### src/hdl/awb_pkg.sv
// ----------------------------------------------------------------------------
// awb_pkg
// Shared types and constants of the affine warp bilinear core.
// ----------------------------------------------------------------------------
package awb_pkg;

  localparam int SAMPLE_W   = 16;
  localparam int POS_W      = 8;
  localparam int MAX_WIDTH  = 256;
  localparam int MAX_HEIGHT = 256;
  localparam int COEF_W     = 32;
  localparam int SIZE_W     = 9;
  localparam int FRAC_W     = 17;
  localparam int HALF_W     = POS_W - 1;
  localparam int BANK_AW    = 2 * HALF_W;
  localparam int BANK_DEPTH = 1 << BANK_AW;
  localparam int PIX_W      = 3 * SAMPLE_W;
  localparam int IDX_W      = 4;

  localparam logic ACT_LOAD = 1'b0;
  localparam logic ACT_WARP = 1'b1;

  typedef enum logic [IDX_W-1:0] {
    REG_COEF_XX    = 4'd0,
    REG_COEF_XY    = 4'd1,
    REG_COEF_XC    = 4'd2,
    REG_COEF_YX    = 4'd3,
    REG_COEF_YY    = 4'd4,
    REG_COEF_YC    = 4'd5,
    REG_SRC_WIDTH  = 4'd6,
    REG_SRC_HEIGHT = 4'd7
  } reg_idx_t;

  typedef struct packed {
    logic valid;
    logic warp;
    logic three;
    logic in_bounds;
  } ctl_t;

  typedef struct packed {
    ctl_t                ctl;
    logic [POS_W-1:0]    col;
    logic [POS_W-1:0]    row;
    logic [SAMPLE_W-1:0] ch0;
    logic [SAMPLE_W-1:0] ch1;
    logic [SAMPLE_W-1:0] ch2;
  } item_t;

endpackage

### src/hdl/awb_blend.sv
// ----------------------------------------------------------------------------
// awb_blend
// Six-stage bilinear blend of one channel with rounding and saturation.
// ----------------------------------------------------------------------------
module awb_blend import awb_pkg::*; (
  input  logic                     clk,
  input  logic                     en,
  input  logic signed [FRAC_W-1:0] fa,
  input  logic signed [FRAC_W-1:0] fb,
  input  logic [SAMPLE_W-1:0]      s00,
  input  logic [SAMPLE_W-1:0]      s01,
  input  logic [SAMPLE_W-1:0]      s10,
  input  logic [SAMPLE_W-1:0]      s11,
  output logic [SAMPLE_W-1:0]      res
);

  localparam int M_W = 2 * FRAC_W;
  localparam int P_W = 36;
  localparam int D_W = P_W + 1;
  localparam int B_W = D_W + FRAC_W;
  localparam int X_W = 56;
  localparam int R_W = X_W - 32;

  logic signed [FRAC_W-1:0] d0, d1, a1, b1, b2, b3, b4;
  logic [SAMPLE_W-1:0]      base0, base1, base0_2, base1_2;
  logic signed [M_W-1:0]    m0, m1;
  logic signed [P_W-1:0]    p0, p1, p0_4, p0_5;
  logic signed [D_W-1:0]    dd;
  logic signed [B_W-1:0]    bd;
  logic signed [X_W-1:0]    xs;
  logic signed [R_W-1:0]    rq;
  logic [SAMPLE_W-1:0]      res_next;

  always_comb begin
    xs = (X_W'(p0_5) <<< 16) + X_W'(bd) + (X_W'(1) <<< 31);
    rq = xs[X_W-1:32];
    if (rq < 0) begin
      res_next = '0;
    end else if (rq > R_W'(65535)) begin
      res_next = '1;
    end else begin
      res_next = rq[SAMPLE_W-1:0];
    end
  end

  always_ff @(posedge clk) begin
    if (en) begin
      d0      <= $signed({1'b0, s01}) - $signed({1'b0, s00});
      d1      <= $signed({1'b0, s11}) - $signed({1'b0, s10});
      base0   <= s00;
      base1   <= s10;
      a1      <= fa;
      b1      <= fb;
      m0      <= a1 * d0;
      m1      <= a1 * d1;
      base0_2 <= base0;
      base1_2 <= base1;
      b2      <= b1;
      p0      <= $signed({4'b0, base0_2, 16'b0}) + P_W'(m0);
      p1      <= $signed({4'b0, base1_2, 16'b0}) + P_W'(m1);
      b3      <= b2;
      dd      <= D_W'(p1) - D_W'(p0);
      p0_4    <= p0;
      b4      <= b3;
      bd      <= b4 * dd;
      p0_5    <= p0_4;
      res     <= res_next;
    end
  end

endmodule

### config.mk
export PLATFORM = sky130hd
export DESIGN_NAME = awb_blend
export DESIGN_NICKNAME = d
export VERILOG_FILES = /design/src/hdl/awb_pkg.sv /design/src/hdl/awb_blend.sv
export SDC_FILE = /design/constraint.sdc
export NUM_CORES = 2
export LEC_CHECK = 0
export BUFFER_PORTS_ARGS = -buffer_cell sky130_fd_sc_hd__buf_4
export CAP_MARGIN = 20
export CORE_AREA = 2 2 360 397
export CTS_CLUSTER_DIAMETER = 60
export DETAILED_ROUTE_END_ITERATION = 16
export DIE_AREA = 0 0 362 399
export PLACE_DENSITY = 0.65
export SLEW_MARGIN = 20
export SYNTH_ARGS = -nofsm -noshare
export SYNTH_HDL_FRONTEND = slang
export SYNTH_SLANG_ARGS = --single-unit
### constraint.sdc
create_clock -name clk -period 19 [get_ports clk]
set_input_delay 0 -clock clk [delete_from_list [all_inputs] [get_ports clk]]
set_output_delay 0 -clock clk [all_outputs]
set_load 0.05 [all_outputs]
==> out/metrics.cfg <==
[timing]
setup_viol=0
worst_pin_slew_ns=1.02
slew_headroom=0.302
finalMaxSlewViolations=0
finClkSkew_ns=0.0334
timing.final.crit_share=0.391
max_freq_mhz=135
fin_crit_ns=7.42
setup-tns-final_ns=0
rsz0062_at_grt=false
finalHoldViolCount=0

[detailed_routing]
drt_iter0_drc=2213
wirelength_um=145000
num_vias=41300
routedWlPerCell_um=18.0
dr.pass1.iters=7
drc_errors=0
detail-route-antenna-nets=0
drt-vias-per-instance=5.12

[critical_path]
endpoint_kind=flop
crit_required_ns=19.40
r2r_slack_ns=11.58
worstSetupPathType=flop to flop
start_kind=flop
worstPathMaxFanout=17
worstPathArrival_ns=7.82

[clock_tree]
cts_tree=built
post_cts_buffers=0
clk_latency_ns=0.68
cts_buffers=68
cts_root_buf=clkbuf_16
cts_max_level=3
numClockSinks=481
cts.path.max_buffers=3
clk_pin_slew_worst_paths_ns=0.06

[synthesis]
ys_seq_area_frac=0.230
synth-seq-cells=481
synth-edff-count=481
synth_top_family_by_area=adder cells
postSynthCellCount=6056
synthAdderAreaFrac=0.469
yosysUniqueCellTypes=77
synthArstFlopShare=0
postSynthAreaPerCell_um2=10.4
synth-xor-area-share=0.0284
synth_flop_cell=edfxtp_1
yosysWarnings=0
netlist_area_um2=62800
synth_nets=7801
synth-simple-area-share=0.124
synthMuxAreaShare=0.000319
synth_compound_area_frac=0.0518

[floorplan]
rows=144
io_pins=116
die_h_um=399
die-area_um2=144000
initial_utilization=0.449
coreArea_um2=140000
die_w_um=362

[final_layout]
diodes=0
layout_common_cells=inv_1, fa_1, nand2_1, edfxtp_1, and2_1
area_growth_pct=9.80
fin_nets=7940
nFillCells=12600
layout-drive-gt1-share=0.0463
layout_commonest_cell=inv_1

[grt]
grt_use_total=0.212
antenna_found_initial=2
grt_pass1_vias=45500
grt_max_degree=110
gr-total-overflow=0
grt_pass1_wl_um=241000

[min_path]
worstHoldPathType=input pin to flop

[placed_design]
place_hpwl_um=112000
gp_congestion=0.879
port_buffers=115

[outcome]
status=finished clean

[run]
maxCapViolCount=0

==> registers in the layout, summed over array words and instances (netlist names), 34 cells and up <==
signal and flops:
p1 35, p0_4 35, dd 36, m0 34, p0_5 35, p0 35
m1 34, bd 38
==> per-layer routing <==
layer  GRT usage  vias to the layer above  wire, µm  part of all wire
li1            -                    18700         -                 -
met1       0.261                    21300     57800              0.40
met2       0.376                     1065     74300              0.51
met3      0.0261                      238      6980             0.048
met4      0.0906                        0      6120             0.042
met5           0                        -         0                 0
==> cell families (layout without fill, tap and decap cells) <==
| group | after synthesis | in the layout |
|---|---|---|
| multiplexers | 2 | 2 |
| XOR/XNOR | 204 | 204 |
| AND/OR/NAND/NOR | 1618 | 1618 |
| adder cells (fa/ha/maj) | 1645 | 1645 |
| flip-flops | 481 | 481 |
| AO/OA/AOI/OAI | 499 | 499 |
| buffers and inverters | 1607 | 1798 |
==> area by class of cell <==
class                           instances  area (µm²)  share of cell area
Clock buffer                           74        1750              0.0253
Tap cell                             1825        2280              0.0331
Timing Repair Buffer                  278        2390              0.0347
Inverter                             1398        5250              0.0761
Clock inverter                         48         536             0.00776
Multi-Input combinational cell       3968       42300               0.614
Sequential cell                       481       14400               0.209
==> stage by stage <==
stage	setup WS, ns	cell area, µm²	hold WS, ns	instances	util
floorplan	12.41	62800	0.0989	6056	-
global placement	11.66	65500	0.179	7832	0.468
detailed placement	11.52	65500	0.180	7832	0.468
global route	11.21	69000	0.0481	8072	0.493
finish	11.58	69000	0.0566	8072	0.493
CTS	11.48	69000	0.00150	8072	0.493
==> worst paths after layout <==
kind | endpoint | startpoint | depth (start not counted)
worst max-delay path | bd[53]$_DFFE_PP_ | dd[9]$_DFFE_PP_ | 23
worst min-delay path | b1[15]$_DFFE_PP_ | fb[15] | 2
worst max register to register | bd[53]$_DFFE_PP_ | dd[9]$_DFFE_PP_ | 23
worst min register to register | base1_2[6]$_DFFE_PP_ | base1[6]$_DFFE_PP_ | 0
==> what timing repair did <==
| action | 4_1_cts | 5_1_grt |
|---|---|---|
| hold buffers | 118 | 0 |
| hold endpoints to repair | 205 | 0 |
| gates resized for setup | 0 | 0 |
==> critical path: stages, from the launching register on <==
cell      delay, ns
edfxtp_1       0.67
and2_1         0.28
fa_1           0.54
inv_1          0.05
fa_1           0.46
fa_1           0.52
inv_1          0.05
fa_1           0.50
fa_1           0.50
inv_1          0.05
fa_1           0.49
inv_1          0.04
ha_1           0.31
nand3_1        0.10
nor2_1         0.14
nand2_1        0.08
o21a_1         0.28
o31ai_1        0.75
a211oi_2       0.24
o21ai_1        0.35
a41oi_1        0.22
o21bai_1       0.26
a21oi_1        0.12
xnor2_1        0.14
==> cell usage after synthesis, types with 28 or more instances <==
cell type | n | area (µm²)
o21ai_0 | 82 | 410
and2_1 | 472 | 2950
nor2b_1 | 34 | 213
nand3_1 | 40 | 200
ha_1 | 463 | 5790
nand2_1 | 742 | 2790
nor2_1 | 174 | 653
fa_1 | 1182 | 23700
edfxtp_1 | 481 | 14400
nor3_1 | 28 | 140
xor2_1 | 45 | 394
inv_1 | 1398 | 5250
a21oi_1 | 151 | 756
a21o_1 | 88 | 661
clkbuf_1 | 206 | 773
xnor2_1 | 159 | 1390
nand2b_1 | 60 | 375
Power is left out: the tool's default activity adds up to more than one toggle a clock period on the data nets, which glitch-free logic cannot reach.
