`src/hdl/awb_pkg.sv`:
```
// ----------------------------------------------------------------------------
// awb_pkg
// Shared types and constants of the affine warp bilinear core.
// ----------------------------------------------------------------------------
package awb_pkg;

  localparam int SAMPLE_W   = 16;
  localparam int POS_W      = 8;
  localparam int MAX_WIDTH  = 256;
  localparam int MAX_HEIGHT = 256;
  localparam int COEF_W     = 32;
  localparam int SIZE_W     = 9;
  localparam int FRAC_W     = 17;
  localparam int HALF_W     = POS_W - 1;
  localparam int BANK_AW    = 2 * HALF_W;
  localparam int BANK_DEPTH = 1 << BANK_AW;
  localparam int PIX_W      = 3 * SAMPLE_W;
  localparam int IDX_W      = 4;

  localparam logic ACT_LOAD = 1'b0;
  localparam logic ACT_WARP = 1'b1;

  typedef enum logic [IDX_W-1:0] {
    REG_COEF_XX    = 4'd0,
    REG_COEF_XY    = 4'd1,
    REG_COEF_XC    = 4'd2,
    REG_COEF_YX    = 4'd3,
    REG_COEF_YY    = 4'd4,
    REG_COEF_YC    = 4'd5,
    REG_SRC_WIDTH  = 4'd6,
    REG_SRC_HEIGHT = 4'd7
  } reg_idx_t;

  typedef struct packed {
    logic valid;
    logic warp;
    logic three;
    logic in_bounds;
  } ctl_t;

  typedef struct packed {
    ctl_t                ctl;
    logic [POS_W-1:0]    col;
    logic [POS_W-1:0]    row;
    logic [SAMPLE_W-1:0] ch0;
    logic [SAMPLE_W-1:0] ch1;
    logic [SAMPLE_W-1:0] ch2;
  } item_t;

endpackage

```
`src/hdl/awb_coord.sv`:
```
// ----------------------------------------------------------------------------
// awb_coord
// Three-stage affine mapping of a destination position to source position.
// ----------------------------------------------------------------------------
module awb_coord import awb_pkg::*; (
  input  logic                     clk,
  input  logic                     rst,
  input  logic                     en,
  input  item_t                    in_item,
  input  logic signed [COEF_W-1:0] coef_xx,
  input  logic signed [COEF_W-1:0] coef_xy,
  input  logic signed [COEF_W-1:0] coef_xc,
  input  logic signed [COEF_W-1:0] coef_yx,
  input  logic signed [COEF_W-1:0] coef_yy,
  input  logic signed [COEF_W-1:0] coef_yc,
  input  logic [SIZE_W-1:0]        src_width,
  input  logic [SIZE_W-1:0]        src_height,
  output item_t                    out_item,
  output logic [POS_W-1:0]         ix,
  output logic [POS_W-1:0]         iy,
  output logic signed [FRAC_W-1:0] fx,
  output logic signed [FRAC_W-1:0] fy
);

  localparam int PROD_W = COEF_W + POS_W + 1;
  localparam int SUM_W  = PROD_W + 2;
  localparam int INT_W  = SUM_W - 16;

  item_t                    item1, item2, co_next;
  logic signed [PROD_W-1:0] mxx, mxy, myx, myy;
  logic signed [SUM_W-1:0]  sx, sy;
  logic signed [POS_W:0]    colx, rowx;
  logic                     nx, ny, inside_next;
  logic signed [INT_W-1:0]  tix, tiy, lim_w, lim_h;
  logic [SIZE_W-1:0]        w_eff, h_eff;

  assign colx = {1'b0, in_item.col};
  assign rowx = {1'b0, in_item.row};

  always_comb begin
    w_eff = (src_width > SIZE_W'(MAX_WIDTH)) ? SIZE_W'(MAX_WIDTH) : src_width;
    h_eff = (src_height > SIZE_W'(MAX_HEIGHT)) ? SIZE_W'(MAX_HEIGHT) : src_height;
    lim_w = $signed({{(INT_W-SIZE_W){1'b0}}, w_eff}) - INT_W'(2);
    lim_h = $signed({{(INT_W-SIZE_W){1'b0}}, h_eff}) - INT_W'(2);
    nx    = sx[SUM_W-1] && (sx[15:0] != 16'd0);
    ny    = sy[SUM_W-1] && (sy[15:0] != 16'd0);
    tix   = sx[SUM_W-1:16] + INT_W'(nx);
    tiy   = sy[SUM_W-1:16] + INT_W'(ny);
    inside_next = !tix[INT_W-1] && (tix <= lim_w) && !tiy[INT_W-1] && (tiy <= lim_h);
    co_next = item2;
    co_next.ctl.in_bounds = inside_next;
  end

  always_ff @(posedge clk) begin
    if (rst) begin
      item1.ctl.valid    <= 1'b0;
      item2.ctl.valid    <= 1'b0;
      out_item.ctl.valid <= 1'b0;
    end else if (en) begin
      item1    <= in_item;
      mxx      <= coef_xx * colx;
      mxy      <= coef_xy * rowx;
      myx      <= coef_yx * colx;
      myy      <= coef_yy * rowx;
      item2    <= item1;
      sx       <= SUM_W'(mxx) + SUM_W'(mxy) + SUM_W'(coef_xc);
      sy       <= SUM_W'(myx) + SUM_W'(myy) + SUM_W'(coef_yc);
      out_item <= co_next;
      ix       <= tix[POS_W-1:0];
      iy       <= tiy[POS_W-1:0];
      fx       <= {nx, sx[15:0]};
      fy       <= {ny, sy[15:0]};
    end
  end

endmodule

```
`config.mk`:
```
export PLATFORM = sky130hd
export DESIGN_NAME = awb_coord
export DESIGN_NICKNAME = d
export VERILOG_FILES = /design/src/hdl/awb_pkg.sv /design/src/hdl/awb_coord.sv
export SDC_FILE = /design/constraint.sdc
export NUM_CORES = 2
export LEC_CHECK = 0
export BUFFER_PORTS_ARGS = -buffer_cell sky130_fd_sc_hd__buf_2
export CAP_MARGIN = 0
export CORE_MARGIN = 4
export CORE_UTILIZATION = 45
export DETAILED_ROUTE_END_ITERATION = 12
export PLACE_DENSITY = 0.61
export SYNTH_ARGS = -nofsm -noshare
export SYNTH_HDL_FRONTEND = slang
export SYNTH_SLANG_ARGS = --single-unit
```
`constraint.sdc`:
```
create_clock -name clk -period 62.7 [get_ports clk]
set_input_delay 6.27 -clock clk [delete_from_list [all_inputs] [get_ports clk]]
set_output_delay 6.27 -clock clk [all_outputs]
set_load 0.01 [all_outputs]
```
==> flow_summary.yaml <==
status:
  outcome: "finished, final reports clean"
worst_setup_path:
  path_class: "input port to flop"
  crit_arrival_ns: 12.21
  start_kind: "input port"
  max_stage_delay_ns: 0.60
  crit_path_cell_trace: "buf_2, buf_4, nand2_1, fa_1, inv_1, fa_1, fa_1, inv_1, fa_1, inv_1, ha_1, a21o_1, a21oi_1, inv_1, o31a_1, o22a_1, a221o_1, a21oi_4, o21ai_1, a221oi_2, xnor2_1"
  slowest_stage: "buf_4"
  path_max_fanout: 65
  critPathCaptureType: "flop"
  required_ns: 63.10
clock_network:
  cts_buffers: 58
  cts_max_level: 2
  cts_resized: 0
  post_cts_buffers: 0
  cts_tree: "built"
  clkLatencyLatePin_ns: 0.66
  cts_root_buf: "clkbuf_16"
  clkSinkCount: 502
  postCtsHoldBufs: 0
  clock_tree.buffer_depth: 3
  clk_pin_slew_ns: 0.06
pwr:
  peakVddDrop_mv: 0.0372
  total_power_w: 0.00331
  leakage_nw: 30.3
  power_density_mw_per_mm2: 51.7
placement:
  port_buffers: 397
  hpwl_mm: 112
  place_area_mm2: 0.0621
  gp_congestion: 0.885
  dp_slack_ns: 50.22
global_routing:
  overflow: 0
  track_usage_pct: 21.0
  grt_pass1_vias: 41905
  grt_max_degree: 84
  grt_pass1_wl_mm: 228
  antenna_found_initial: 28
timing:
  finalCriticalPeriod_ns: 11.81
  worst_slack_ns: 50.89
  fmax_mhz: 84.7
  drv_slew: 0
  tightest_slew_ns: 1.06
  grt_setup_unrepaired: "no"
  timing.hold.ws_ns: 0.411
  setup_viol: 0
  finClkSkew_ns: 0.0261
  tns_ns: 0
  hold_viol_final: 0
  slew-limit-headroom_pct: 28.8
  layout_worst_path_cycle_share_pct: 18.8
synth:
  yosysUniqueCellTypes: 73
  syn_nets: 7319
  synthFlopType: "edfxtp_1"
  ys.warnings.count: 0
  synthCells: 5692
  synth_edf_count: 499
  syn_avg_cell_area_um2: 10.3
  async_reset_ff_share_pct: 0
  netlist_area_mm2: 0.0584
  synth-seq-cells: 502
  ys_seq_area_share_pct: 25.8
detailed_routing:
  drt_first_iter_violations: 2383
  drtPass1Iterations: 5
  vias_per_cell: 5.10
  ant_nets: 0
  num_vias: 39892
  wirelength_mm: 140
  drc_errors: 0
  routedWlPerCell_um: 17.8
floorplan:
  fp.dieH_um: 368
  core_area_mm2: 0.128
  row_count: 131
  die_w_um: 368
  io_pins: 399
  die-area_mm2: 0.135
  initial_core_util_pct: 45.5
finish:
  layout.nets: 7658
  area_growth_pct: 9.88
  fin_area_mm2: 0.0641
  nFillCells: 11965
  drive_gt1_share_pct: 8.70
min_path:
  hold_class: "flop to flop"
run:
  max-cap-violations: 0
[area by class of cell]
| class | instances | area (µm²) | share of cell area (%) |
|---|---|---|---|
| tap | 1729 | 2160 | 3.37 |
| timing repair buffer | 419 | 2160 | 3.36 |
| clock inverter | 41 | 400 | 0.624 |
| inverter | 1104 | 4140 | 6.46 |
| clock buffer | 67 | 1530 | 2.38 |
| antenna | 18 | 45.0 | 0.0703 |
| sequential | 502 | 15000 | 23.5 |
| multi-input combinational | 3946 | 38600 | 60.3 |
[cell usage after synthesis (63+ instances only)]
master    number  area (µm²)
a21o_1       131         983
a21oi_1      231        1160
and2_1       633        3960
clkbuf_1     138         518
edfxtp_1     499       15000
fa_1         876       17500
ha_1         470        5880
inv_1       1103        4140
nand2_1      532        2000
nand3_1       63         315
nor2_1       163         612
o21ai_0      114         571
xnor2_1      201        1760
xor2_1        67         587
[layout by cell type (no fill, tap or decap), types with 29 or more instances in the layout]
cell type  netlist  final
a21o_1         131    131
a21oi_1        231    231
and2_1         633    633
buf_2            1    395
clkbuf_16        0     60
edfxtp_1       499    499
fa_1           876    876
ha_1           470    470
inv_1         1103   1103
nand2_1        532    532
nand2b_1        39     39
nand3_1         63     63
nand4_1         33     33
nor2_1         163    163
nor2b_1         32     31
nor3_1          39     39
o21a_1          31     31
o21ai_0        114    114
o21ai_1         29     29
o21bai_1        32     32
xnor2_1        201    201
xor2_1          67     67
[sequential cells by signal (all words and copies together) (netlist names)]
| signal | count |
|---|---|
| co_next | 67 |
| fx | 17 |
| fy | 17 |
| item1 | 67 |
| ix | 8 |
| iy | 8 |
| mxx | 41 |
| mxy | 41 |
| myx | 41 |
| myy | 41 |
| out_item | 68 |
| sx | 43 |
| sy | 43 |
[where the power goes]
part	switching [W]	internal, W
registers	0.0000666	0.000600
clock network	0.000145	0.000196
logic	0.00136	0.000949
total	0.00157	0.00175
[metal layers]
layer | vias up | GRT usage, % | share of wire (%)
li1 | 18849 | - | -
met1 | 20048 | 27.8 | 43
met2 | 814 | 36.2 | 49
met3 | 163 | 3.69 | 5.8
met4 | 18 | 4.88 | 2.3
met5 | - | 0 | 0.087
[critical path, delay by kind of cell]
kind | cells | cell delay [ns]
compound gates | 8 | 2.15
simple gates | 1 | 0.20
fa+ha+maj | 5 | 2.48
buf+inv | 6 | 0.90
xor+xnor | 1 | 0.11
[metrics by stage]
step                cells  util, %
floorplan            5692        -
global placement     7700     48.5
detailed placement   7700     48.5
CTS                  7808     50.0
global route         7809     50.0
finish               7826     50.0
[kinds of logic after synthesis]
family	share of synthesized area, %
buf+inv	8.02
mux	0.0686
flops	25.8
compound gates	7.88
simple gates	14.1
xor+xnor	4.02
fa+ha+maj	40.1
[final timing paths]
path              cells past startpoint  slack, ns        start            to
setup / recovery                     21      50.89  in_item[56]       myx[40]
hold / removal                        0       0.41    item1[57]   co_next[57]
setup reg to reg                     19      55.75        sy[5]  out_item[64]
hold reg to reg                       0       0.41    item1[57]   co_next[57]
No activity file was read; power rests on OpenSTA's default activity.
